===== src/design/rss_pkg.sv =====
// shared constants, word types and control codes for the running sample statistics block
// no dependencies; used by every other file of the block
package rss_pkg;

    localparam int SAMPLE_BITS   = 16;
    localparam int COUNT_BITS    = 24;
    localparam int FRAC_BITS     = 8;

    localparam int SUM_BITS      = SAMPLE_BITS + COUNT_BITS;
    localparam int SQR_BITS      = 2 * SAMPLE_BITS;
    localparam int SQ_BITS       = 2 * SAMPLE_BITS - 2 + COUNT_BITS;
    localparam int CHG_BITS      = SAMPLE_BITS + 1;
    localparam int STD_BITS      = SAMPLE_BITS + FRAC_BITS;
    localparam int RAD_BITS      = 2 * STD_BITS;
    localparam int DIV_BITS      = SQ_BITS;
    localparam int DIV_CNT_BITS  = $clog2(DIV_BITS);
    localparam int ROOT_CNT_BITS = $clog2(STD_BITS);
    localparam int VAR_BITS      = SQ_BITS + 1;

    localparam logic [COUNT_BITS-1:0] COUNT_MAX = '1;
    localparam logic signed [SAMPLE_BITS-1:0] INT_MAX = {1'b0, {(SAMPLE_BITS-1){1'b1}}};
    localparam logic signed [SAMPLE_BITS-1:0] INT_MIN = {1'b1, {(SAMPLE_BITS-1){1'b0}}};

    typedef struct packed {
        logic signed [SAMPLE_BITS-1:0] sample;
        logic                          first;
        logic                          last;
    } in_word_t;

    typedef struct packed {
        logic [COUNT_BITS-1:0]         sample_count;
        logic signed [SAMPLE_BITS-1:0] minimum;
        logic signed [SAMPLE_BITS-1:0] maximum;
        logic [SAMPLE_BITS-1:0]        max_change;
        logic [STD_BITS-1:0]           std_dev;
        logic                          overflow;
    } out_word_t;

    typedef enum logic [2:0] {
        ST_IDLE,
        ST_MEAN_START,
        ST_DIV_MEAN,
        ST_DIV_SQ,
        ST_SQRT_START,
        ST_SQRT,
        ST_DONE
    } ctrl_state_t;

    typedef struct packed {
        logic acc;         // accumulate the accepted sample
        logic div_start;   // launch the divider
        logic div_sq;      // divider operand: 0 sum, 1 sum of squares
        logic mean_take;   // latch mean magnitude from divider
        logic var_load;    // form the variance from mean square and mean
        logic sqrt_start;  // launch the root unit
        logic out_load;    // load the result register
    } ctrl_cmd_t;

    typedef struct packed {
        logic div_done;
        logic sqrt_done;
    } dp_status_t;

endpackage


===== src/design/rss_div.sv =====
// iterative restoring divider, one quotient bit per cycle, unsigned operands
// depends on rss_pkg
module rss_div (
    input  logic                            aclk,
    input  logic                            aresetn,
    input  logic                            start,
    input  logic [rss_pkg::DIV_BITS-1:0]    dividend,
    input  logic [rss_pkg::COUNT_BITS-1:0]  divisor,
    output logic [rss_pkg::DIV_BITS-1:0]    quotient,
    output logic                            done
);

    logic [rss_pkg::DIV_BITS-1:0]     dq_reg;
    logic [rss_pkg::COUNT_BITS-1:0]   dvs_reg;
    logic [rss_pkg::COUNT_BITS-1:0]   rem_reg;
    logic [rss_pkg::DIV_CNT_BITS-1:0] cnt_reg;
    logic                             busy_reg;
    logic                             done_reg;

    logic [rss_pkg::COUNT_BITS:0]     rem_sh;
    logic [rss_pkg::COUNT_BITS:0]     rem_sub;
    logic                             ge;

    assign rem_sh  = {rem_reg, dq_reg[rss_pkg::DIV_BITS-1]};
    assign rem_sub = rem_sh - {1'b0, dvs_reg};
    assign ge      = (rem_sh >= {1'b0, dvs_reg});

    always_ff @(posedge aclk) begin
        if (!aresetn) begin
            busy_reg <= 1'b0;
            done_reg <= 1'b0;
            cnt_reg  <= '0;
        end else begin
            done_reg <= 1'b0;
            if (start) begin
                busy_reg <= 1'b1;
                cnt_reg  <= '0;
            end else if (busy_reg) begin
                cnt_reg <= cnt_reg + 1'b1;
                if (cnt_reg == rss_pkg::DIV_CNT_BITS'(rss_pkg::DIV_BITS - 1)) begin
                    busy_reg <= 1'b0;
                    done_reg <= 1'b1;
                end
            end
        end
    end

    always_ff @(posedge aclk) begin
        if (start) begin
            dq_reg  <= dividend;
            dvs_reg <= divisor;
            rem_reg <= '0;
        end else if (busy_reg) begin
            dq_reg  <= {dq_reg[rss_pkg::DIV_BITS-2:0], ge};
            rem_reg <= ge ? rem_sub[rss_pkg::COUNT_BITS-1:0] : rem_sh[rss_pkg::COUNT_BITS-1:0];
        end
    end

    assign quotient = dq_reg;
    assign done     = done_reg;

endmodule


===== src/design/rss_sqrt.sv =====
// iterative integer square root, one root bit per cycle, floored
// depends on rss_pkg
module rss_sqrt (
    input  logic                          aclk,
    input  logic                          aresetn,
    input  logic                          start,
    input  logic [rss_pkg::RAD_BITS-1:0]  radicand,
    output logic [rss_pkg::STD_BITS-1:0]  root,
    output logic                          done
);

    localparam int RB = rss_pkg::STD_BITS;

    logic [rss_pkg::RAD_BITS-1:0]      rad_reg;
    logic [RB:0]                       rem_reg;
    logic [RB-1:0]                     root_reg;
    logic [rss_pkg::ROOT_CNT_BITS-1:0] cnt_reg;
    logic                              busy_reg;
    logic                              done_reg;

    logic [RB+1:0] rem_sh;
    logic [RB+1:0] trial;
    logic [RB+1:0] rem_sub;
    logic          ge;

    assign rem_sh  = {rem_reg[RB-1:0], rad_reg[rss_pkg::RAD_BITS-1 -: 2]};
    assign trial   = {root_reg, 2'b01};
    assign rem_sub = rem_sh - trial;
    assign ge      = (rem_sh >= trial);

    always_ff @(posedge aclk) begin
        if (!aresetn) begin
            busy_reg <= 1'b0;
            done_reg <= 1'b0;
            cnt_reg  <= '0;
        end else begin
            done_reg <= 1'b0;
            if (start) begin
                busy_reg <= 1'b1;
                cnt_reg  <= '0;
            end else if (busy_reg) begin
                cnt_reg <= cnt_reg + 1'b1;
                if (cnt_reg == rss_pkg::ROOT_CNT_BITS'(RB - 1)) begin
                    busy_reg <= 1'b0;
                    done_reg <= 1'b1;
                end
            end
        end
    end

    always_ff @(posedge aclk) begin
        if (start) begin
            rad_reg  <= radicand;
            rem_reg  <= '0;
            root_reg <= '0;
        end else if (busy_reg) begin
            rad_reg  <= {rad_reg[rss_pkg::RAD_BITS-3:0], 2'b00};
            rem_reg  <= ge ? rem_sub[RB:0] : rem_sh[RB:0];
            root_reg <= {root_reg[RB-2:0], ge};
        end
    end

    assign root = root_reg;
    assign done = done_reg;

endmodule


===== src/design/rss_dp.sv =====
// datapath: running accumulators, report arithmetic and result register
// depends on rss_pkg, rss_div and rss_sqrt
module rss_dp (
    input  logic                aclk,
    input  logic                aresetn,
    input  rss_pkg::ctrl_cmd_t  cmd,
    input  rss_pkg::in_word_t   s_word,
    output rss_pkg::dp_status_t sts,
    output rss_pkg::out_word_t  m_word
);

    localparam int SB = rss_pkg::SAMPLE_BITS;

    logic [rss_pkg::COUNT_BITS-1:0]   count_reg, count_next;
    logic signed [rss_pkg::SUM_BITS-1:0] sum_reg, sum_next;
    logic [rss_pkg::SQ_BITS-1:0]      sum_sq_reg, sum_sq_next;
    logic signed [SB-1:0]             max_reg, max_next;
    logic signed [SB-1:0]             min_reg, min_next;
    logic signed [SB-1:0]             prev_reg;
    logic [rss_pkg::CHG_BITS-1:0]     change_reg, change_next;
    logic                             sat_reg, sat_next;
    logic [rss_pkg::SQR_BITS-1:0]     sq_reg;
    logic                             pend_reg, pend_next;

    logic [SB-1:0]                    e1_reg;
    logic [rss_pkg::SQR_BITS-1:0]     e1sq_reg;
    logic [rss_pkg::SQR_BITS-1:0]     var_reg;
    rss_pkg::out_word_t               out_reg;

    logic signed [SB-1:0]             x;
    logic [rss_pkg::COUNT_BITS-1:0]   base_count;
    logic signed [rss_pkg::SUM_BITS-1:0] base_sum;
    logic signed [SB-1:0]             base_max, base_min;
    logic [rss_pkg::CHG_BITS-1:0]     base_change;
    logic                             base_sat;
    logic                             sat_now;
    logic                             had_prior;
    logic signed [rss_pkg::CHG_BITS-1:0] diff;
    logic [rss_pkg::CHG_BITS-1:0]     abs_diff;
    logic signed [rss_pkg::SQR_BITS-1:0] sq_now;

    logic [rss_pkg::SUM_BITS-1:0]     sum_mag;
    logic [rss_pkg::DIV_BITS-1:0]     div_dividend;
    logic [rss_pkg::DIV_BITS-1:0]     div_q;
    logic [rss_pkg::VAR_BITS-1:0]     var_full;
    logic [rss_pkg::STD_BITS-1:0]     root;

    // accumulator update for one accepted sample
    always_comb begin
        x           = s_word.sample;
        base_count  = s_word.first ? '0 : count_reg;
        base_sum    = s_word.first ? '0 : sum_reg;
        base_max    = s_word.first ? rss_pkg::INT_MIN : max_reg;
        base_min    = s_word.first ? rss_pkg::INT_MAX : min_reg;
        base_change = s_word.first ? '0 : change_reg;
        base_sat    = s_word.first ? 1'b0 : sat_reg;
        sat_now     = (base_count == rss_pkg::COUNT_MAX);
        had_prior   = (base_count != '0);

        count_next  = sat_now ? base_count : base_count + 1'b1;
        sum_next    = sat_now ? base_sum
                              : base_sum + rss_pkg::SUM_BITS'(x);
        sat_next    = base_sat | sat_now;
        max_next    = (x > base_max) ? x : base_max;
        min_next    = (x < base_min) ? x : base_min;

        diff        = $signed({x[SB-1], x}) - $signed({prev_reg[SB-1], prev_reg});
        abs_diff    = diff[rss_pkg::CHG_BITS-1] ? rss_pkg::CHG_BITS'(-diff)
                                                : rss_pkg::CHG_BITS'(diff);
        change_next = (had_prior && (abs_diff > base_change)) ? abs_diff : base_change;

        sq_now      = rss_pkg::SQR_BITS'(x) * rss_pkg::SQR_BITS'(x);
        pend_next   = cmd.acc & ~sat_now;

        // the square is registered in sq_reg before it is added to the sum of squares
        if (cmd.acc && s_word.first) begin
            sum_sq_next = '0;
        end else if (pend_reg) begin
            sum_sq_next = sum_sq_reg + rss_pkg::SQ_BITS'(sq_reg);
        end else begin
            sum_sq_next = sum_sq_reg;
        end
    end

    always_ff @(posedge aclk) begin
        if (!aresetn) begin
            count_reg  <= '0;
            sum_reg    <= '0;
            sum_sq_reg <= '0;
            max_reg    <= rss_pkg::INT_MIN;
            min_reg    <= rss_pkg::INT_MAX;
            prev_reg   <= '0;
            change_reg <= '0;
            sat_reg    <= 1'b0;
            pend_reg   <= 1'b0;
        end else begin
            sum_sq_reg <= sum_sq_next;
            pend_reg   <= pend_next;
            if (cmd.acc) begin
                count_reg  <= count_next;
                sum_reg    <= sum_next;
                max_reg    <= max_next;
                min_reg    <= min_next;
                prev_reg   <= x;
                change_reg <= change_next;
                sat_reg    <= sat_next;
            end
        end
    end

    always_ff @(posedge aclk) begin
        sq_reg <= rss_pkg::SQR_BITS'(sq_now);
    end

    // report arithmetic
    assign sum_mag      = sum_reg[rss_pkg::SUM_BITS-1] ? rss_pkg::SUM_BITS'(-sum_reg)
                                                       : rss_pkg::SUM_BITS'(sum_reg);
    assign div_dividend = cmd.div_sq ? sum_sq_reg : rss_pkg::DIV_BITS'(sum_mag);

    rss_div u_div (
        .aclk     (aclk),
        .aresetn  (aresetn),
        .start    (cmd.div_start),
        .dividend (div_dividend),
        .divisor  (count_reg),
        .quotient (div_q),
        .done     (sts.div_done)
    );

    // the mean enters only squared, so its magnitude is enough
    assign var_full = {1'b0, div_q} - rss_pkg::VAR_BITS'(e1sq_reg);

    always_ff @(posedge aclk) begin
        e1sq_reg <= rss_pkg::SQR_BITS'(e1_reg) * rss_pkg::SQR_BITS'(e1_reg);
        if (cmd.mean_take) begin
            e1_reg <= div_q[SB-1:0];
        end
        if (cmd.var_load) begin
            var_reg <= var_full[rss_pkg::VAR_BITS-1] ? '0 : var_full[rss_pkg::SQR_BITS-1:0];
        end
    end

    rss_sqrt u_sqrt (
        .aclk     (aclk),
        .aresetn  (aresetn),
        .start    (cmd.sqrt_start),
        .radicand (rss_pkg::RAD_BITS'(var_reg) << (2 * rss_pkg::FRAC_BITS)),
        .root     (root),
        .done     (sts.sqrt_done)
    );

    always_ff @(posedge aclk) begin
        if (cmd.out_load) begin
            out_reg.sample_count <= count_reg;
            out_reg.minimum      <= min_reg;
            out_reg.maximum      <= max_reg;
            out_reg.max_change   <= change_reg[SB-1:0];
            out_reg.std_dev      <= root;
            out_reg.overflow     <= sat_reg;
        end
    end

    assign m_word = out_reg;

endmodule


===== src/design/rss_ctrl.sv =====
// controller: sequences accumulation, the two divisions, the root and the result hand-off
// depends on rss_pkg
module rss_ctrl (
    input  logic                aclk,
    input  logic                aresetn,
    input  logic                s_valid,
    input  logic                s_last,
    output logic                s_ready,
    output logic                m_valid,
    input  logic                m_ready,
    input  rss_pkg::dp_status_t sts,
    output rss_pkg::ctrl_cmd_t  cmd
);

    rss_pkg::ctrl_state_t state_reg, state_next;
    logic                 m_valid_reg, m_valid_next;
    logic                 out_free;

    assign out_free = ~m_valid_reg | m_ready;

    always_comb begin
        state_next = state_reg;
        case (state_reg)
            rss_pkg::ST_IDLE: begin
                if (s_valid && s_last) begin
                    state_next = rss_pkg::ST_MEAN_START;
                end
            end
            rss_pkg::ST_MEAN_START: state_next = rss_pkg::ST_DIV_MEAN;
            rss_pkg::ST_DIV_MEAN: begin
                if (sts.div_done) begin
                    state_next = rss_pkg::ST_DIV_SQ;
                end
            end
            rss_pkg::ST_DIV_SQ: begin
                if (sts.div_done) begin
                    state_next = rss_pkg::ST_SQRT_START;
                end
            end
            rss_pkg::ST_SQRT_START: state_next = rss_pkg::ST_SQRT;
            rss_pkg::ST_SQRT: begin
                if (sts.sqrt_done) begin
                    state_next = rss_pkg::ST_DONE;
                end
            end
            rss_pkg::ST_DONE: begin
                if (out_free) begin
                    state_next = rss_pkg::ST_IDLE;
                end
            end
            default: state_next = rss_pkg::ST_IDLE;
        endcase
    end

    always_comb begin
        cmd     = '0;
        s_ready = 1'b0;
        case (state_reg)
            rss_pkg::ST_IDLE: begin
                s_ready = 1'b1;
                cmd.acc = s_valid;
            end
            rss_pkg::ST_MEAN_START: begin
                cmd.div_start = 1'b1;
            end
            rss_pkg::ST_DIV_MEAN: begin
                cmd.mean_take = sts.div_done;
                cmd.div_start = sts.div_done;
                cmd.div_sq    = 1'b1;
            end
            rss_pkg::ST_DIV_SQ: begin
                cmd.div_sq   = 1'b1;
                cmd.var_load = sts.div_done;
            end
            rss_pkg::ST_SQRT_START: begin
                cmd.sqrt_start = 1'b1;
            end
            rss_pkg::ST_DONE: begin
                cmd.out_load = out_free;
            end
            default: begin
                cmd = '0;
            end
        endcase
    end

    assign m_valid_next = cmd.out_load | (m_valid_reg & ~m_ready);

    always_ff @(posedge aclk) begin
        if (!aresetn) begin
            state_reg   <= rss_pkg::ST_IDLE;
            m_valid_reg <= 1'b0;
        end else begin
            state_reg   <= state_next;
            m_valid_reg <= m_valid_next;
        end
    end

    assign m_valid = m_valid_reg;

`ifndef SYNTHESIS
    a_last_starts_report: assert property (@(posedge aclk) disable iff (!aresetn)
        (s_valid && s_ready && s_last) |=> state_reg == rss_pkg::ST_MEAN_START)
        else $error("report sequence did not start after a last word");

    a_div_done_in_div: assert property (@(posedge aclk) disable iff (!aresetn)
        sts.div_done |-> (state_reg == rss_pkg::ST_DIV_MEAN
                          || state_reg == rss_pkg::ST_DIV_SQ))
        else $error("divider finished outside a division state");

    a_sqrt_done_in_sqrt: assert property (@(posedge aclk) disable iff (!aresetn)
        sts.sqrt_done |-> state_reg == rss_pkg::ST_SQRT)
        else $error("root unit finished outside the root state");

    a_load_shows_result: assert property (@(posedge aclk) disable iff (!aresetn)
        cmd.out_load |=> (m_valid_reg && state_reg == rss_pkg::ST_IDLE))
        else $error("loaded result not presented");
`endif

endmodule


===== src/design/running_sample_statistics.sv =====
// top level of the running sample statistics block
// depends on rss_pkg, rss_ctrl and rss_dp (which holds rss_div and rss_sqrt)
//
// usage:
//   s_ channel: one word per sample (sample, first, last), valid/ready handshake
//   m_ channel: one report word per sample that had last set, valid/ready handshake
//   a word with first set clears count, sums, min, max and
//   largest change before its sample is taken; the largest change reads 0
//   until two samples have been taken; the count saturates and sets overflow
//   throughput: plain samples are taken one per cycle while no report is being computed
//   report: a word with last set is accumulated in its accept cycle, then the
//   block computes mean and mean square with one shared restoring divider
//   (one bit a cycle), then a floored root (one bit a cycle); s_ready stays
//   low until the report sits in the output register
//   stall: the output register holds the report until m_ready; meanwhile
//   plain samples keep accumulating, and a further last word computes but
//   waits for the register to free up before s_ready returns
//   reset: aresetn synchronous active low, clears all statistics and drops
//   m_valid; s_ready is high from the first cycle after reset
module running_sample_statistics (
    input  logic               aclk,
    input  logic               aresetn,
    input  logic               s_valid,
    output logic               s_ready,
    input  rss_pkg::in_word_t  s_word,
    output logic               m_valid,
    input  logic               m_ready,
    output rss_pkg::out_word_t m_word
);

    rss_pkg::ctrl_cmd_t  cmd;
    rss_pkg::dp_status_t sts;

    // sequencing: handshakes and the report sequence
    rss_ctrl u_ctrl (
        .aclk    (aclk),
        .aresetn (aresetn),
        .s_valid (s_valid),
        .s_last  (s_word.last),
        .s_ready (s_ready),
        .m_valid (m_valid),
        .m_ready (m_ready),
        .sts     (sts),
        .cmd     (cmd)
    );

    // accumulators, divider, root unit and result register
    rss_dp u_dp (
        .aclk    (aclk),
        .aresetn (aresetn),
        .cmd     (cmd),
        .s_word  (s_word),
        .sts     (sts),
        .m_word  (m_word)
    );

endmodule

===== config.mk =====
export PLATFORM = sky130hd
export DESIGN_NAME = running_sample_statistics
export DESIGN_NICKNAME = d
export VERILOG_FILES = /design/src/design/rss_pkg.sv /design/src/design/rss_div.sv /design/src/design/rss_sqrt.sv /design/src/design/rss_dp.sv /design/src/design/rss_ctrl.sv /design/src/design/running_sample_statistics.sv
export SDC_FILE = /design/constraint.sdc
export NUM_CORES = 2
export LEC_CHECK = 0
export CAP_MARGIN = 0
export CORE_MARGIN = 10
export CORE_UTILIZATION = 45
export CTS_CLUSTER_DIAMETER = 50
export DETAILED_ROUTE_END_ITERATION = 7
export DONT_BUFFER_PORTS = 1
export PLACE_DENSITY_LB_ADDON = 0.1
export SLEW_MARGIN = 20
export SYNTH_ARGS = -nofsm -noshare
export SYNTH_HDL_FRONTEND = slang
export SYNTH_SLANG_ARGS = --single-unit

===== constraint.sdc =====
create_clock -name aclk -period 11.1 [get_ports aclk]
set_clock_uncertainty 0.1 [all_clocks]
set_input_delay 2.775 -clock aclk [delete_from_list [all_inputs] [get_ports aclk]]
set_output_delay 2.775 -clock aclk [all_outputs]
set_load 0.1 [all_outputs]

==> summary.md <==
| Metric | Value |
|---|---|
| CTS tree | `done` |
| Initial Utilization | `45.5%` |
| Final WL | `119000 um` |
| Ys async rst share | `0%` |
| Post-route insts no fill | `6667` |
| Reg2reg start | `u_dp.e1_reg[8]$_DFFE_PP_` |
| Post-Place Cells | `6514` |
| GRT overflow | `0` |
| # rows | `119` |
| Wirelength per Cell | `17.9 um` |
| Sequential fraction of the synthesis area | `30.0%` |
| Core area | `0.106 mm2` |
| Clock slew at reported path FFs | `0.06 ns` |
| Initial antenna violation count | `2` |
| Largest register FFs | `97` |
| WHS Endpoint | `u_dp.m_word[25]$_DFFE_PP_` |
| Peak Freq | `117 MHz` |
| NumNets Final | `6048` |
| Worst-skew pair later-pin latency | `0.67 ns` |
| Max VDD drop | `0.000297 V` |
| Ant diodes | `0` |
| Reported max-cap violation count | `0` |
| RSZ-0062 raised after global routing | `false` |
| Area grow syn2layout | `8.75%` |
| Hold Crit Depth | `0` |
| Antenna Nets Post-Route | `0` |
| Setup-failing EPs final | `0` |
| Vias/cell | `5.25` |
| Yosys Warn Count | `0` |
| Ports | `121` |
| Period utilisation layout | `76.9%` |
| Post-DP HPWL | `89600 um` |
| Max-slew violations | `0` |
| P_int | `7.31 mW` |
| Library cells used by synthesis | `86` |
| CTS H-tree lvls | `3` |
| Post-Syn Nets | `6102` |
| Max Root-Sink Buffers | `3` |
| # DRC | `0` |
| Switching fraction of total power | `41.9%` |
| Min Clock Period, post-route | `8.54 ns` |
| Worst-path fanout max | `51` |
| Synth top area share | `16.9%` |
| Setup crit start kind | `input port` |
| Area leader, netlist | `fa_1` |
| First-pass GRT wire length | `193000 um` |
| DR iter-0 viols | `1796` |
| Final hold violation count | `0` |
| Post-CTS Setup Inserts | `0` |
| Die X | `347 um` |
| Top post-synthesis cells by count | `inv_1, nand2_1, ha_1` |
| CP required | `11.58 ns` |
| Die area | `0.120 mm2` |
| Worst reg2reg path depth | `25` |
| Largest net degree at the start of global routing | `113` |
| Synthesis-stage register bit count | `593` |
| Gpl congestion | `0.909` |
| Clock power share | `20.9%` |
| Tightest Pin Transition | `1.10 ns` |
| Most frequent cell after synthesis | `inv_1` |
| Post-Syn Instances | `5261` |
| Post-synth EDFFs | `255` |
| Num CTS Buffers | `82` |
| Number of global-route vias before repair | `35100` |
| Post-CTS Resized | `0` |
| Fin Setup TNS | `0 ns` |
| Average size of a mapped cell | `9.14 um2` |
| Vias | `35000` |
| Post-synthesis instance area | `0.0481 mm2` |
| CP arrival | `9.01 ns` |
| Psw | `5.28 mW` |
| Cts hold-fix bufs | `0` |
| Slew headroom | `26.9%` |
| CP Capture Type | `flip-flop` |
| Crit Path Category | `input port to flip-flop` |
| Leakage | `23.2 nW` |
| Seq pwr share | `23.0%` |
| Reg-to-reg slack, setup | `3.44 ns` |
| Combinational share of power | `56.0%` |
| Worst hold path class | `flip-flop to flip-flop` |
| All-layer global routing usage | `19.7%` |
| Primary FF master, synth | `dfxtp_1` |
| Largest cells by area after synthesis | `fa_1, edfxtp_1, dfxtp_1` |
| CTS Sinks | `593` |
| Min-delay src | `u_dp.change_reg[0]$_SDFFE_PN0P_` |
| Status | `completed` |
| Layout cell share with drive strength beyond 1 | `4.51%` |
| PwrDens | `241 mW/mm2` |
| Reg2reg end | `u_dp.e1sq_reg[30]$_DFF_P_` |
| Port bufs | `0` |
| Root buf cell | `clkbuf_16` |
| Die Y | `347 um` |
| Drt first pass iters | `7` |
==> per-layer routing <==
layer | GRT usage [%] | wire (um)
met5 | 0 | 0
met1 | 27.3 | 57000
met3 | 3.36 | 5330
met2 | 31.9 | 54100
met4 | 4.86 | 2810
==> cell usage in the layout (no fill, tap or decap), types with 85 or more instances in the layout <==
cell	Yosys	routed
nor2_1	395	394
a21oi_1	273	273
o21ai_0	255	254
xor2_1	117	117
nand2_1	606	603
nor2b_1	86	85
ha_1	413	413
a21o_1	101	101
dfxtp_1	338	336
xnor2_1	173	173
inv_1	734	732
and2_1	100	100
edfxtp_1	255	255
fa_1	406	406
==> how the worst max path moves through the flow <==
stage | start | endpoint | slack, ns
after floorplan | m_ready | u_dp.m_word[0]$_DFFE_PP_ | 0.87
after global placement | s_word[2] | u_dp.sq_reg[31]$_DFF_P_ | 1.95
after detailed placement | s_word[2] | u_dp.sq_reg[31]$_DFF_P_ | 1.90
after CTS | s_word[2] | u_dp.sq_reg[31]$_DFF_P_ | 2.59
after global routing | s_word[2] | u_dp.sq_reg[31]$_DFF_P_ | 2.08
final | s_word[17] | u_dp.sq_reg[28]$_DFF_P_ | 2.56
==> power groups by stage <==
stage          clock network, mW  registers [mW]  logic [mW]
6_report                    2.64            2.90        7.05
5_1_grt                     2.79            2.93        8.13
4_1_cts                     2.70            2.90        7.12
3_5_place_dp                   0            2.94        7.07
3_3_place_gp                   0            2.95        7.01
2_1_floorplan                  0            2.83        5.69
==> area by class of cell <==
type,instances,area [um2]
Fill cell,10100,53400
Multi-Input combinational cell,3758,30300
Sequential cell,593,14400
Inverter,739,2770
Clock buffer,100,2200
Tap cell,1391,1740
Clock inverter,53,551
Timing Repair Buffer,33,268
==> worst max-delay path, stage by stage <==
cell and delay [ns]:
inv_1 0.34, nor2_1 0.15, xnor2_1 0.15, ha_1 0.27, inv_1 0.05, fa_1 0.53
inv_1 0.05, fa_1 0.51, fa_1 0.52, fa_1 0.54, inv_1 0.05, fa_1 0.52
inv_1 0.04, ha_1 0.35, a21oi_1 0.17, o21ai_0 0.12, a2111oi_0 0.69, o21ai_0 0.20
a41oi_1 0.29, a21oi_1 0.18, o41ai_1 0.34, xnor2_1 0.15
==> metrics by stage <==
step	utilization, %	total power [mW]	instance area [um2]	worst slack, ns	hold WS, ns
floorplan	-	8.52	48100	0.873	0.289
global placement	46.8	9.96	49500	1.95	0.341
detailed placement	46.8	10.0	49500	1.90	0.343
CTS	49.4	12.7	52300	2.59	0.354
global route	49.5	13.9	52300	2.08	0.367
finish	49.5	12.6	52300	2.56	0.353
==> logic make-up after synthesis <==
| family | Yosys count | share of synthesized area, % |
|---|---|---|
| adder cells (fa/ha/maj) | 819 | 27.7 |
| flip-flops | 593 | 30.0 |
| buffers and inverters | 910 | 7.13 |
| XOR/XNOR | 290 | 5.28 |
| AO/OA/AOI/OAI | 988 | 13.0 |
| multiplexers | 73 | 1.53 |
| AND/OR/NAND/NOR | 1588 | 15.4 |
Note: power is estimated with default switching activity, not from simulation.
